## src/design/smf_pkg.sv

```systemverilog
// ----------------------------------------------------------------------------
// smf_pkg
// Shared constants and types of the three-axis sliding median filter.
// ----------------------------------------------------------------------------
package smf_pkg;

    localparam int WINDOW  = 5;
    localparam int AXES    = 3;
    localparam int DATA_W  = 16;
    localparam int RANK_W  = $clog2(WINDOW);
    localparam bit IS_ODD  = (WINDOW % 2) != 0;

    localparam logic [RANK_W-1:0] HI_RANK = RANK_W'(WINDOW / 2);
    localparam logic [RANK_W-1:0] LO_RANK = IS_ODD ? RANK_W'(WINDOW / 2)
                                                   : RANK_W'(WINDOW / 2 - 1);

    typedef logic signed [DATA_W-1:0] smf_data_t;

    typedef struct packed {
        smf_data_t lo;
        smf_data_t hi;
    } smf_pair_t;

    typedef struct packed {
        logic shift_en;
        logic load_en;
    } smf_ctrl_t;

endpackage

```

## src/design/smf_if.sv

```systemverilog
// ----------------------------------------------------------------------------
// smf_sample_if / smf_median_if
// Valid/ready channels carrying one three-axis sample or one median result.
// ----------------------------------------------------------------------------
interface smf_sample_if;
    import smf_pkg::*;

    logic      valid;
    logic      ready;
    smf_data_t x_sample;
    smf_data_t y_sample;
    smf_data_t z_sample;

    modport source (output valid, output x_sample, output y_sample, output z_sample,
                    input ready);
    modport sink   (input valid, input x_sample, input y_sample, input z_sample,
                    output ready);
endinterface

interface smf_median_if;
    import smf_pkg::*;

    logic      valid;
    logic      ready;
    smf_data_t x_median;
    smf_data_t y_median;
    smf_data_t z_median;

    modport source (output valid, output x_median, output y_median, output z_median,
                    input ready);
    modport sink   (input valid, input x_median, input y_median, input z_median,
                    output ready);
endinterface

```

## src/design/smf_lane.sv

```systemverilog
// ----------------------------------------------------------------------------
// smf_lane
// One axis: sample history and rank-based selection of the middle values.
// ----------------------------------------------------------------------------
module smf_lane
    import smf_pkg::*;
(
    input  logic      clk,
    input  logic      rst_n,
    input  smf_ctrl_t ctrl,
    input  smf_data_t sample,
    output smf_pair_t pair
);

    smf_data_t         hist_reg [WINDOW];
    logic [RANK_W-1:0] rank     [WINDOW];
    smf_pair_t         pair_reg;
    smf_pair_t         pair_next;

    function automatic logic [RANK_W-1:0] count_ones(input logic [WINDOW-1:0] bits);
        logic [RANK_W-1:0] acc;
        acc = '0;
        for (int k = 0; k < WINDOW; k++)
        begin
            acc = acc + RANK_W'(bits[k]);
        end
        return acc;
    endfunction

    always_ff @(posedge clk or negedge rst_n)
    begin
        if (!rst_n)
        begin
            for (int i = 0; i < WINDOW; i++)
            begin
                hist_reg[i] <= '0;
            end
        end
        else if (ctrl.shift_en)
        begin
            hist_reg[0] <= sample;
            for (int i = 1; i < WINDOW; i++)
            begin
                hist_reg[i] <= hist_reg[i-1];
            end
        end
    end

    // rank = number of entries ordered ahead; equal values ordered by position
    always_comb
    begin
        logic [WINDOW-1:0] ahead;
        for (int i = 0; i < WINDOW; i++)
        begin
            ahead = '0;
            for (int j = 0; j < WINDOW; j++)
            begin
                if (j != i)
                begin
                    ahead[j] = (hist_reg[j] < hist_reg[i]) ||
                               ((hist_reg[j] == hist_reg[i]) && (j < i));
                end
            end
            rank[i] = count_ones(ahead);
        end
    end

    always_comb
    begin
        pair_next.lo = '0;
        pair_next.hi = '0;
        for (int i = 0; i < WINDOW; i++)
        begin
            if (rank[i] == LO_RANK)
            begin
                pair_next.lo = hist_reg[i];
            end
            if (rank[i] == HI_RANK)
            begin
                pair_next.hi = hist_reg[i];
            end
        end
    end

    always_ff @(posedge clk)
    begin
        if (ctrl.load_en)
        begin
            pair_reg <= pair_next;
        end
    end

    assign pair = pair_reg;

endmodule

```

## src/design/smf_merge.sv

```systemverilog
// ----------------------------------------------------------------------------
// smf_merge
// Combines the lane results into one median item and holds it for the sink.
// ----------------------------------------------------------------------------
module smf_merge
    import smf_pkg::*;
(
    input  logic      clk,
    input  logic      rst_n,
    input  logic      load_en,
    input  logic      valid_in,
    input  smf_pair_t pairs [AXES],
    output logic      valid,
    output smf_data_t medians [AXES]
);

    logic      valid_reg;
    smf_data_t med_reg  [AXES];
    smf_data_t med_next [AXES];

    always_comb
    begin
        logic signed [DATA_W:0] sum;
        for (int a = 0; a < AXES; a++)
        begin
            sum = {pairs[a].lo[DATA_W-1], pairs[a].lo} + {pairs[a].hi[DATA_W-1], pairs[a].hi};
            if (IS_ODD)
            begin
                med_next[a] = pairs[a].lo;
            end
            else
            begin
                med_next[a] = sum[DATA_W:1];
            end
        end
    end

    always_ff @(posedge clk or negedge rst_n)
    begin
        if (!rst_n)
        begin
            valid_reg <= 1'b0;
        end
        else if (load_en)
        begin
            valid_reg <= valid_in;
        end
    end

    always_ff @(posedge clk)
    begin
        if (load_en)
        begin
            med_reg <= med_next;
        end
    end

    assign valid   = valid_reg;
    assign medians = med_reg;

endmodule

```

## src/design/sliding_median_filter_3axis_unit.sv

```systemverilog
// ----------------------------------------------------------------------------
// sliding_median_filter_3axis_unit
// Three-axis sliding-window median filter, one lane per axis.
// ----------------------------------------------------------------------------
// Usage:
//   in  : one x/y/z sample per transaction (signed 16-bit each).
//   out : one x/y/z median per transaction, in input order.
//   Each axis keeps the last WINDOW samples; every accepted sample yields
//   the median of its axis window (odd window: middle value, even window:
//   floor of the mean of the two middle values).
//   Registers from input transaction to out.valid: history shift,
//   rank selection in the lanes, merge/output register.
//   Throughput: one transaction per cycle while out is not stalled; all three
//   lanes compare their WINDOW entries in parallel, combinationally.
//   Reset: histories clear to zero, so the first WINDOW-1 results count
//   those zeros; the pipeline empties and out.valid drops.
//   Stall: while out.valid is high and out.ready low the whole pipeline
//   holds and in.ready is low; in.ready does not wait for an idle state.
// ----------------------------------------------------------------------------
module sliding_median_filter_3axis_unit
    import smf_pkg::*;
(
    input  logic              clk,
    input  logic              rst_n,
    smf_sample_if.sink        in,
    smf_median_if.source      out
);

    logic      adv;
    logic      valid_a_reg;
    logic      valid_b_reg;
    logic      out_valid;
    smf_ctrl_t ctrl;
    smf_data_t samples [AXES];
    smf_pair_t pairs   [AXES];
    smf_data_t medians [AXES];

    assign adv           = !out_valid || out.ready;
    assign ctrl.shift_en = in.valid && adv;
    assign ctrl.load_en  = adv;

    assign samples[0] = in.x_sample;
    assign samples[1] = in.y_sample;
    assign samples[2] = in.z_sample;

    always_ff @(posedge clk or negedge rst_n)
    begin
        if (!rst_n)
        begin
            valid_a_reg <= 1'b0;
            valid_b_reg <= 1'b0;
        end
        else if (adv)
        begin
            valid_a_reg <= in.valid;
            valid_b_reg <= valid_a_reg;
        end
    end

    for (genvar a = 0; a < AXES; a++)
    begin : g_lane
        smf_lane u_lane (
            .clk    (clk),
            .rst_n  (rst_n),
            .ctrl   (ctrl),
            .sample (samples[a]),
            .pair   (pairs[a])
        );
    end

    smf_merge u_merge (
        .clk      (clk),
        .rst_n    (rst_n),
        .load_en  (adv),
        .valid_in (valid_b_reg),
        .pairs    (pairs),
        .valid    (out_valid),
        .medians  (medians)
    );

    assign in.ready     = adv;
    assign out.valid    = out_valid;
    assign out.x_median = medians[0];
    assign out.y_median = medians[1];
    assign out.z_median = medians[2];

endmodule

```

## src/flat_wrapper.sv

```systemverilog
// flat-port wrapper written by rule: the top's interface ports become plain ports
module sliding_median_filter_3axis_unit_flat import smf_pkg::*;
  (clk, rst_n, in_valid, in_x_sample, in_y_sample, in_z_sample, in_ready, out_valid, out_x_median, out_y_median, out_z_median, out_ready);
  smf_sample_if in_i ();
  smf_median_if out_i ();
  input  logic clk;
  input  logic rst_n;
  input wire logic [$bits(in_i.valid)-1:0] in_valid;
  input wire logic [$bits(in_i.x_sample)-1:0] in_x_sample;
  input wire logic [$bits(in_i.y_sample)-1:0] in_y_sample;
  input wire logic [$bits(in_i.z_sample)-1:0] in_z_sample;
  output wire logic [$bits(in_i.ready)-1:0] in_ready;
  output wire logic [$bits(out_i.valid)-1:0] out_valid;
  output wire logic [$bits(out_i.x_median)-1:0] out_x_median;
  output wire logic [$bits(out_i.y_median)-1:0] out_y_median;
  output wire logic [$bits(out_i.z_median)-1:0] out_z_median;
  input wire logic [$bits(out_i.ready)-1:0] out_ready;
  assign in_i.valid = in_valid;
  assign in_i.x_sample = in_x_sample;
  assign in_i.y_sample = in_y_sample;
  assign in_i.z_sample = in_z_sample;
  assign in_ready = in_i.ready;
  assign out_valid = out_i.valid;
  assign out_x_median = out_i.x_median;
  assign out_y_median = out_i.y_median;
  assign out_z_median = out_i.z_median;
  assign out_i.ready = out_ready;
  sliding_median_filter_3axis_unit u_core (.clk(clk), .rst_n(rst_n), .in(in_i), .out(out_i));
endmodule
```

## config.mk

```make
export PLATFORM = sky130hd
export DESIGN_NAME = sliding_median_filter_3axis_unit_flat
export DESIGN_NICKNAME = d
export VERILOG_FILES = /design/src/design/smf_pkg.sv /design/src/design/smf_if.sv /design/src/design/smf_lane.sv /design/src/design/smf_merge.sv /design/src/design/sliding_median_filter_3axis_unit.sv /design/src/flat_wrapper.sv
export SDC_FILE = /design/constraint.sdc
export NUM_CORES = 1
export LEC_CHECK = 0
export ABC_CLOCK_PERIOD_IN_PS = 4100
export BUFFER_PORTS_ARGS = -buffer_cell sky130_fd_sc_hd__buf_2
export CORE_ASPECT_RATIO = 0.6
export CORE_UTILIZATION = 58
export DETAILED_ROUTE_END_ITERATION = 6
export PLACE_DENSITY = 0.77
export SKIP_CTS_REPAIR_TIMING = 1
export SYNTH_ARGS = -nofsm -noshare
export SYNTH_HDL_FRONTEND = slang
export SYNTH_SLANG_ARGS = --single-unit
```

## constraint.sdc

```tcl
create_clock -name clk -period 4.1 [get_ports clk]
set_input_delay 0.82 -clock clk [delete_from_list [all_inputs] [get_ports clk]]
set_output_delay 0.82 -clock clk [all_outputs]
set_load 0.05 [all_outputs]
```

* After elaboration in Yosys (flattened, before gate mapping)
Cells that the tools add are included.
** Word-level totals
- Register bits :: 339
- Input port bits :: 52
- Word-level logic and storage cells :: 222
** Cells by class
- Magnitude comparators :: 60
- $add $sub $neg :: 45
- Multiplexer cells :: 15
- Eq/ne operators :: 45
- Reduce and logical (&&, ||, !) cells :: 33
** Operators with widths (count)
- $lt 16x16->1 :: 60
- $eq 16x16->1 :: 30
- $mux 16 :: 15
- $add 2x1->3 :: 15
- $add 3x1->3 :: 15
- $eq 3x2->1 const B :: 15
- $logic_or 1x1->1 :: 31
- $add 1x1->2 :: 15
- $logic_and 1x1->1 :: 1
- $logic_not 1->1 :: 1

* Depth between registers and ports, before layout
Gate-level depths: netlist of the first run.
- Word-level depth :: 10
- Mapped depth :: 20
- Depth with buffers taken out :: 18

* Cells and area by module
From an unflattened synthesis of the first run, not the netlist that was laid out.
** Unflattened totals
- Cells, all modules :: 2656
- Area, all modules :: 25478.2 µm²
** Modules (own cells, without submodules)
- smf_lane at u_core.g_lane[2].u_lane :: cells an instance 863, sequential area each 2482.4 µm², instances 1, area each 7977.7 µm²
- smf_lane at u_core.g_lane[1].u_lane :: cells an instance 868, sequential area each 2482.4 µm², instances 1, area each 7965.1 µm²
- smf_lane at u_core.g_lane[0].u_lane :: cells an instance 869, sequential area each 2482.4 µm², instances 1, area each 7952.6 µm²
- smf_merge :: cells an instance 50, sequential area each 1466.4 µm², instances 1, area each 1481.4 µm²
- sliding_median_filter_3axis_unit :: cells an instance 6, sequential area each 50.0 µm², instances 1, area each 101.3 µm²

* Least setup slack after synthesis of the first run
No wires, ideal clock.
- Path type :: input-to-reg
- Start :: input out_ready
- End :: register u_core.g_lane[0].u_lane.hist_reg[10] in the netlist's numbering
- Arrival time :: 4.870 ns
- Setup time :: 0.130 ns
- Slack :: -0.900 ns
- Required time :: 3.970 ns
- Buffers on the path :: 3
- Stages on the path :: 7
- Path through :: nand2b_1 -> nand2_1 -> buf_2 -> clkbuf_1 -> buf_2 -> nand2_1 -> o21ai_0
** On the way
- Word-level cells in the longest chain between the ends :: 2
** Ends and longest elaborated chain
- start, declared :: line flat_wrapper.sv:17 : input wire logic [$bits(out_i.ready)-1:0] out_ready;
- $logic_or 1x1->1 :: line sliding_median_filter_3axis_unit.sv:38 : assign adv = !out_valid || out.ready;
- $logic_and 1x1->1 :: line sliding_median_filter_3axis_unit.sv:39 : assign ctrl.shift_en = in.valid && adv;
- end signal, assigned by index :: line smf_lane.sv:44 : hist_reg[i] <= hist_reg[i-1];
- end, declared :: line smf_lane.sv:15 : smf_data_t hist_reg [WINDOW];
Every way passes these cells.
A chain may end at the register's enable or synchronous reset.

==> impl_metrics.tcl, run 1 <==
set metrics [dict create \
    path_max_fanout 8 \
    crit_type "flip-flop to flip-flop" \
    grt_pass1_wl_um 133000 \
    mappedNetlistArea_um2 25300 \
    crit_path_frequent_cell "buf_4" \
    dr.pass1.iters 7 \
    cts-root-buf "clkbuf_16" \
    fin_nets 3872 \
    dp_hpwl_um 70000 \
    post-route-min-period_ns 4.58 \
    die_h_um 164 \
    die_area_um2 44400 \
    wirelength_um 96800 \
    cts_tree "built" \
    core_um2 42400 \
    ant_nets 0 \
    hold_viol 0 \
    reg2regPathDepth 20 \
    critPathSlowestCell "fa_1" \
    tightest_slew_ns 0.804 \
    r2r-end "u_core.g_lane[0].u_lane.pair[24]$_DFFE_PN_" \
    initial_core_util_pct 59.6 \
    path_buf_inv 5 \
    fin_crit_sh_pct 112 \
    synth_cells 2605 \
    std_cell_rows 58 \
    synth-seq-area-share_pct 35.5 \
    skew_ns 0.0258 \
    grt_pass1_vias 22900 \
    whs_ns 0.296 \
    h-tree-depth 2 \
    crit_path_end_kind "flip-flop" \
    rsz0062_at_grt "true" \
    violations "setup timing" \
    grt_overflow 0 \
    pin_count 102 \
    cts_made_buffers 35 \
    finalMaxSlewViolations 0 \
    max_slew_margin_pct 46.4 \
    synth-seq-cells 339 \
    cts.path.max_buffers 3 \
    grt_max_degree 137 \
    setup_viol 48 \
    r2r_start "u_core.g_lane[0].u_lane.hist_reg[53]$_DFFE_PN0P_" \
    port_buffers 101 \
    route.vias.total 24900 \
    syn2layout_area_growth_pct 34.7 \
    max_freq_mhz 218 \
    die_w_um 271 \
    cp_data_arrival_time_ns 4.98 \
    antenna_found_initial 3 \
    synth-main-ff-cell "dfrtp_1" \
    cp-endpoint "u_core.g_lane[0].u_lane.pair[24]$_DFFE_PN_" \
    place_congestion 0.988 \
    critPathLaunchType "flip-flop" \
    track_usage_pct 39.6 \
    path_clk_slew_ns 0.07 \
    cp_data_required_time_ns 4.50 \
    ys_types 64 \
    max_cap_violations 0 \
    hold_path_class "primary input to asynchronous set/reset pin" \
    max_stage_delay_ns 0.49 \
    cp_top_family "simple AND/OR/NAND/NOR gates" \
    syn_nets 3182 \
    status "finished with violations" \
    crit_chain "inv_2 > buf_4 > buf_4 > ha_1 > nand4_1 > a21o_1 > a211oi_2 > nor4b_2 > nor3_1 > fa_1 > inv_1 > ha_2 > ha_4 > nor3b_4 > nor4b_4 > buf_6 > a22oi_2 > nor2_1 > a21oi_1 > o21ai_1" \
    cp-startpoint "u_core.g_lane[0].u_lane.hist_reg[53]$_DFFE_PN0P_" \
    crit_cells 20 \
    drtIter0Drc 3379 \
    viasPerCell 6.41 \
    yosys_warnings 0 \
    wire_per_inst_um 24.9 \
    clk_latency_ns 0.56 \
    synth-edff-count 96 \
    largest_reg_flops 240 \
    numClockSinks 339 \
    drive_gt1_share_pct 36.0 \
    rrSetupSlack_ns -0.48 \
    avgSynthCellArea_um2 9.70 \
    async_flop_share_pct 71.7 \
    drc 0 \
    fin_ws_ns -0.484 \
]
layout make-up:
| type | instances | area [µm²] |
|---|---|---|
| repair buffers | 725 | 5630 |
| clock inverters | 19 | 159 |
| well taps | 570 | 713 |
| diodes | 2 | 5.00 |
| multi-input cells | 1966 | 16700 |
| inverters | 228 | 860 |
| flip-flops and latches | 339 | 9010 |
| fillers | 2566 | 8340 |
| clock buffers | 44 | 941 |
cell usage in the layout (no fill, tap or decap), drive strengths merged, types with 6 or more instances in the layout:
master	netlist	final
or2	6	6
nand3	35	35
nor2b	19	19
mux2	86	86
a211o	12	12
fa	15	15
nand2b	20	20
a211oi	19	19
and4	12	12
clkbuf	49	49
inv	228	231
clkinv	0	11
a22oi	96	96
buf	23	720
ha	510	510
o211a	10	10
nor4	24	24
nor4b	7	7
a21boi	7	7
nor2	107	107
nand2	255	255
o21ai	256	256
nand4	71	71
edfxtp	96	96
a21oi	240	240
o211ai	17	17
nor3	7	7
a21o	76	76
nor3b	10	10
a2111oi	7	7
dfrtp	243	243
worst register-to-register path, cell delays in order (launching register included):
cell and delay, ns:
dfrtp_1 0.36, inv_2 0.08, buf_4 0.13, buf_4 0.12, ha_1 0.29, nand4_1 0.24
a21o_1 0.25, a211oi_2 0.28, nor4b_2 0.10, nor3_1 0.28, fa_1 0.49, inv_1 0.11
ha_2 0.21, ha_4 0.20, nor3b_4 0.17, nor4b_4 0.39, buf_6 0.25, a22oi_2 0.09
nor2_1 0.21, a21oi_1 0.07, o21ai_1 0.12
logic make-up (layout without fill, tap and decap cells):
family,Yosys count,count (layout),share of synthesized area [%]
DFF,339,339,35.5
AOI/OAI and AO/OA,765,765,18.2
adders and majority gates,525,525,26.4
muxes,90,90,4.04
other,0,2,0
buffers and inverters,300,1016,4.54
and+or+nand+nor,586,586,11.3
cell usage after synthesis (all sizes together) (6+ instances only):
cell type	instances	area (µm²)
ha	510	6380
o21ai	256	1280
nand2	255	957
dfrtp	243	6080
a21oi	240	1200
inv	228	856
nor2	107	402
a22oi	96	721
edfxtp	96	2880
mux2	86	980
a21o	76	571
nand4	71	450
clkbuf	49	184
nand3	35	175
nor4	24	156
buf	23	108
nand2b	20	125
a211oi	19	143
nor2b	19	119
o211ai	17	143
fa	15	300
a211o	12	105
and4	12	105
nor3b	10	100
o211a	10	100
a2111oi	7	61.3
a21boi	7	52.6
nor3	7	35.0
nor4b	7	106
or2	6	37.5
metrics by stage:
stage	area [µm²]	std cells	utilization, %	worst slack [ns]	TNS, ns
final	34000	3893	80.3	-0.484	-11.37
after global routing	34000	3892	80.3	-0.579	-15.40
after CTS	31700	3821	74.8	-0.570	-18.61
after detailed placement	30600	3758	72.2	-0.578	-17.23
after global placement	30600	3758	72.2	-0.511	-13.76
after floorplan	25300	2605	-	0.0275	0
worst min-delay path by stage:
| stage | from | end | slack [ns] | cells past startpoint |
|---|---|---|---|---|
| 6_report | rst_n | u_core.g_lane[2].u_lane.hist_reg[74]$_DFFE_PN0P_ | 0.30 | 1 |
| 5_1_grt | rst_n | u_core.g_lane[2].u_lane.hist_reg[74]$_DFFE_PN0P_ | 0.36 | 1 |
| 4_1_cts | rst_n | u_core.g_lane[2].u_lane.hist_reg[74]$_DFFE_PN0P_ | 0.34 | 1 |
| 3_5_place_dp | u_core.g_lane[1].u_lane.pair[20]$_DFFE_PN_ | u_core.u_merge.medians[20]$_DFFE_PN_ | 0.40 | 0 |
| 3_3_place_gp | u_core.g_lane[0].u_lane.pair[19]$_DFFE_PN_ | u_core.u_merge.medians[35]$_DFFE_PN_ | 0.40 | 0 |
| 2_1_floorplan | u_core.g_lane[2].u_lane.pair[16]$_DFFE_PN_ | u_core.u_merge.medians[0]$_DFFE_PN_ | 0.40 | 0 |
routing by layer:
layer / up-vias / wire (µm) / track usage (%)
met1: 12000 / 40900 / 59.0
li1: 11000 / - / -
met4: 4 / 2790 / 8.32
met2: 1632 / 39500 / 54.2
met3: 289 / 13500 / 13.8
met5: - / 137 / 4.28
Power of run 1 is not shown: default switching activity piles up to over one toggle a cycle in this logic, so the estimate is an artifact.
==> inputs of run 2 (changes only) <==
Settings changed: CELL_PAD_IN_SITES_DETAIL_PLACEMENT set to 0, CELL_PAD_IN_SITES_GLOBAL_PLACEMENT set to 2, CORE_UTILIZATION 58 to 37, GPL_ROUTABILITY_DRIVEN set to 0, PLACE_DENSITY 0.77 to 0.75.
==> impl_metrics.tcl, run 2 (synthesis gave the netlist of run 1 again) <==
set metrics [dict create \
    cp-startpoint "u_core.g_lane[0].u_lane.hist_reg[23]$_DFFE_PN0P_" \
    fillers 6003 \
    rsz0062_at_grt "true" \
    status "finished with violations" \
    drive_gt1_share_pct 37.7 \
    r2r_start "u_core.g_lane[0].u_lane.hist_reg[23]$_DFFE_PN0P_" \
    fin_ws_ns -0.285 \
    core_um2 66900 \
    port_buffers 101 \
    hold_viol 0 \
    post-route-min-period_ns 4.39 \
    die_area_um2 69400 \
    violations "setup timing" \
    layout_common_cells "buf_4 (611), ha_1 (463), nand2_1 (251)" \
    die_w_um 339 \
    critPathLaunchType "flip-flop" \
    drtIter0Drc 1954 \
    cts_made_buffers 40 \
    fin_crit_sh_pct 107 \
    whs_ns 0.194 \
    skew_ns 0.0345 \
    hold_path_class "primary input to asynchronous set/reset pin" \
    grt_pass1_vias 22100 \
    syn2layout_area_growth_pct 39.7 \
    route.vias.total 23300 \
    h-tree-depth 2 \
    track_usage_pct 26.5 \
    max_cap_violations 0 \
    die_h_um 204 \
    std_cell_rows 73 \
    viasPerCell 5.44 \
    final_common_cell "buf_4" \
    dp_hpwl_um 75700 \
    max_freq_mhz 228 \
    grt_max_degree 80 \
    crit_path_end_kind "flip-flop" \
    tightest_slew_ns 0.958 \
    fin_nets 3930 \
    wirelength_um 96300 \
    path_clk_slew_ns 0.07 \
    pin_count 102 \
    cts.path.max_buffers 3 \
    crit_type "flip-flop to flip-flop" \
    grt_overflow 0 \
    cts_tree "built" \
    max_slew_margin_pct 36.1 \
    numClockSinks 339 \
    path_max_fanout 3 \
    cp_data_required_time_ns 4.44 \
    clk_latency_ns 0.62 \
    cts-root-buf "clkbuf_16" \
    drc 0 \
    initial_core_util_pct 37.8 \
    ant_nets 0 \
    dr.pass1.iters 5 \
    grt_pass1_wl_um 138000 \
    wire_per_inst_um 22.5 \
    finalMaxSlewViolations 0 \
    setup_viol 46 \
    cp_data_arrival_time_ns 4.72 \
    largest_reg_flops 240 \
    antenna_found_initial 4 \
]
==> run 2: cell count changes in the layout (fill, tap and decap cells not counted), sizes merged <==
| cell | before | now |
|---|---|---|
| buf | 720 | 772 |
| clkbuf | 49 | 57 |
| bufinv | 2 | 3 |
| clkinv | 11 | 12 |
| clkinvlp | 3 | 4 |
| diode | 2 | 1 |
| inv | 231 | 230 |
==> run 2: through the flow <==
stage / utilization [%] / cells / setup slack, ns / area (µm²) / setup TNS, ns
after detailed placement: 47.1 / 4151 / -0.927 / 31500 / -22.90
final: 52.8 / 4284 / -0.285 / 35300 / -6.94
after global routing: 52.8 / 4283 / -0.440 / 35300 / -13.60
after CTS: 49.1 / 4223 / -0.966 / 32800 / -24.31
after floorplan: - / 2605 / 0.0275 / 25300 / 0
after global placement: 47.1 / 4151 / -0.815 / 31500 / -18.73
==> run 2: final cells by class <==
class / count / area, µm² / area share [%]
clock inverter: 21 / 201 / 0.571
sequential: 339 / 9020 / 25.6
multi-input combinational: 1966 / 16800 / 47.6
timing repair buffer: 778 / 6130 / 17.4
inverter: 228 / 867 / 2.46
tap: 900 / 1130 / 3.19
clock buffer: 51 / 1150 / 3.25
antenna: 1 / 2.50 / 0.00709
==> run 2: final timing paths <==
| path | to | slack [ns] | depth (start not counted) |
|---|---|---|---|
| setup / recovery | u_core.g_lane[0].u_lane.pair[31]$_DFFE_PN_ | -0.29 | 18 |
| hold / removal | u_core.g_lane[2].u_lane.hist_reg[70]$_DFFE_PN0P_ | 0.19 | 1 |
| setup reg to reg | u_core.g_lane[0].u_lane.pair[31]$_DFFE_PN_ | -0.29 | 18 |
| hold reg to reg | u_core.u_merge.medians[22]$_DFFE_PN_ | 0.42 | 0 |
| max in group asynchronous | u_core.g_lane[2].u_lane.hist_reg[45]$_DFFE_PN0P_ | 2.92 | 2 |
| min in group clk | u_core.u_merge.medians[22]$_DFFE_PN_ | 0.42 | 0 |
==> run 2: routing by layer <==
layer  global-route usage (%)  wire length, µm
met5                        0               12
met4                     4.47             1190
met3                     7.86             9350
met2                     32.8            35600
met1                     43.4            50100
==> run 2: critical path: stages, from the launching register on <==
cell,delay (ns)
dfrtp_1,0.43
ha_4,0.26
nand4_1,0.27
nor4_2,0.08
a21boi_2,0.16
or4b_4,0.49
mux2_4,0.35
fa_1,0.51
inv_1,0.05
ha_2,0.17
ha_4,0.25
nor3b_4,0.24
nor4b_4,0.08
buf_4,0.16
buf_6,0.11
a22oi_2,0.19
nor2_2,0.08
a21oi_2,0.15
o21ai_1,0.09
Power of run 2 is left out for the same reason.
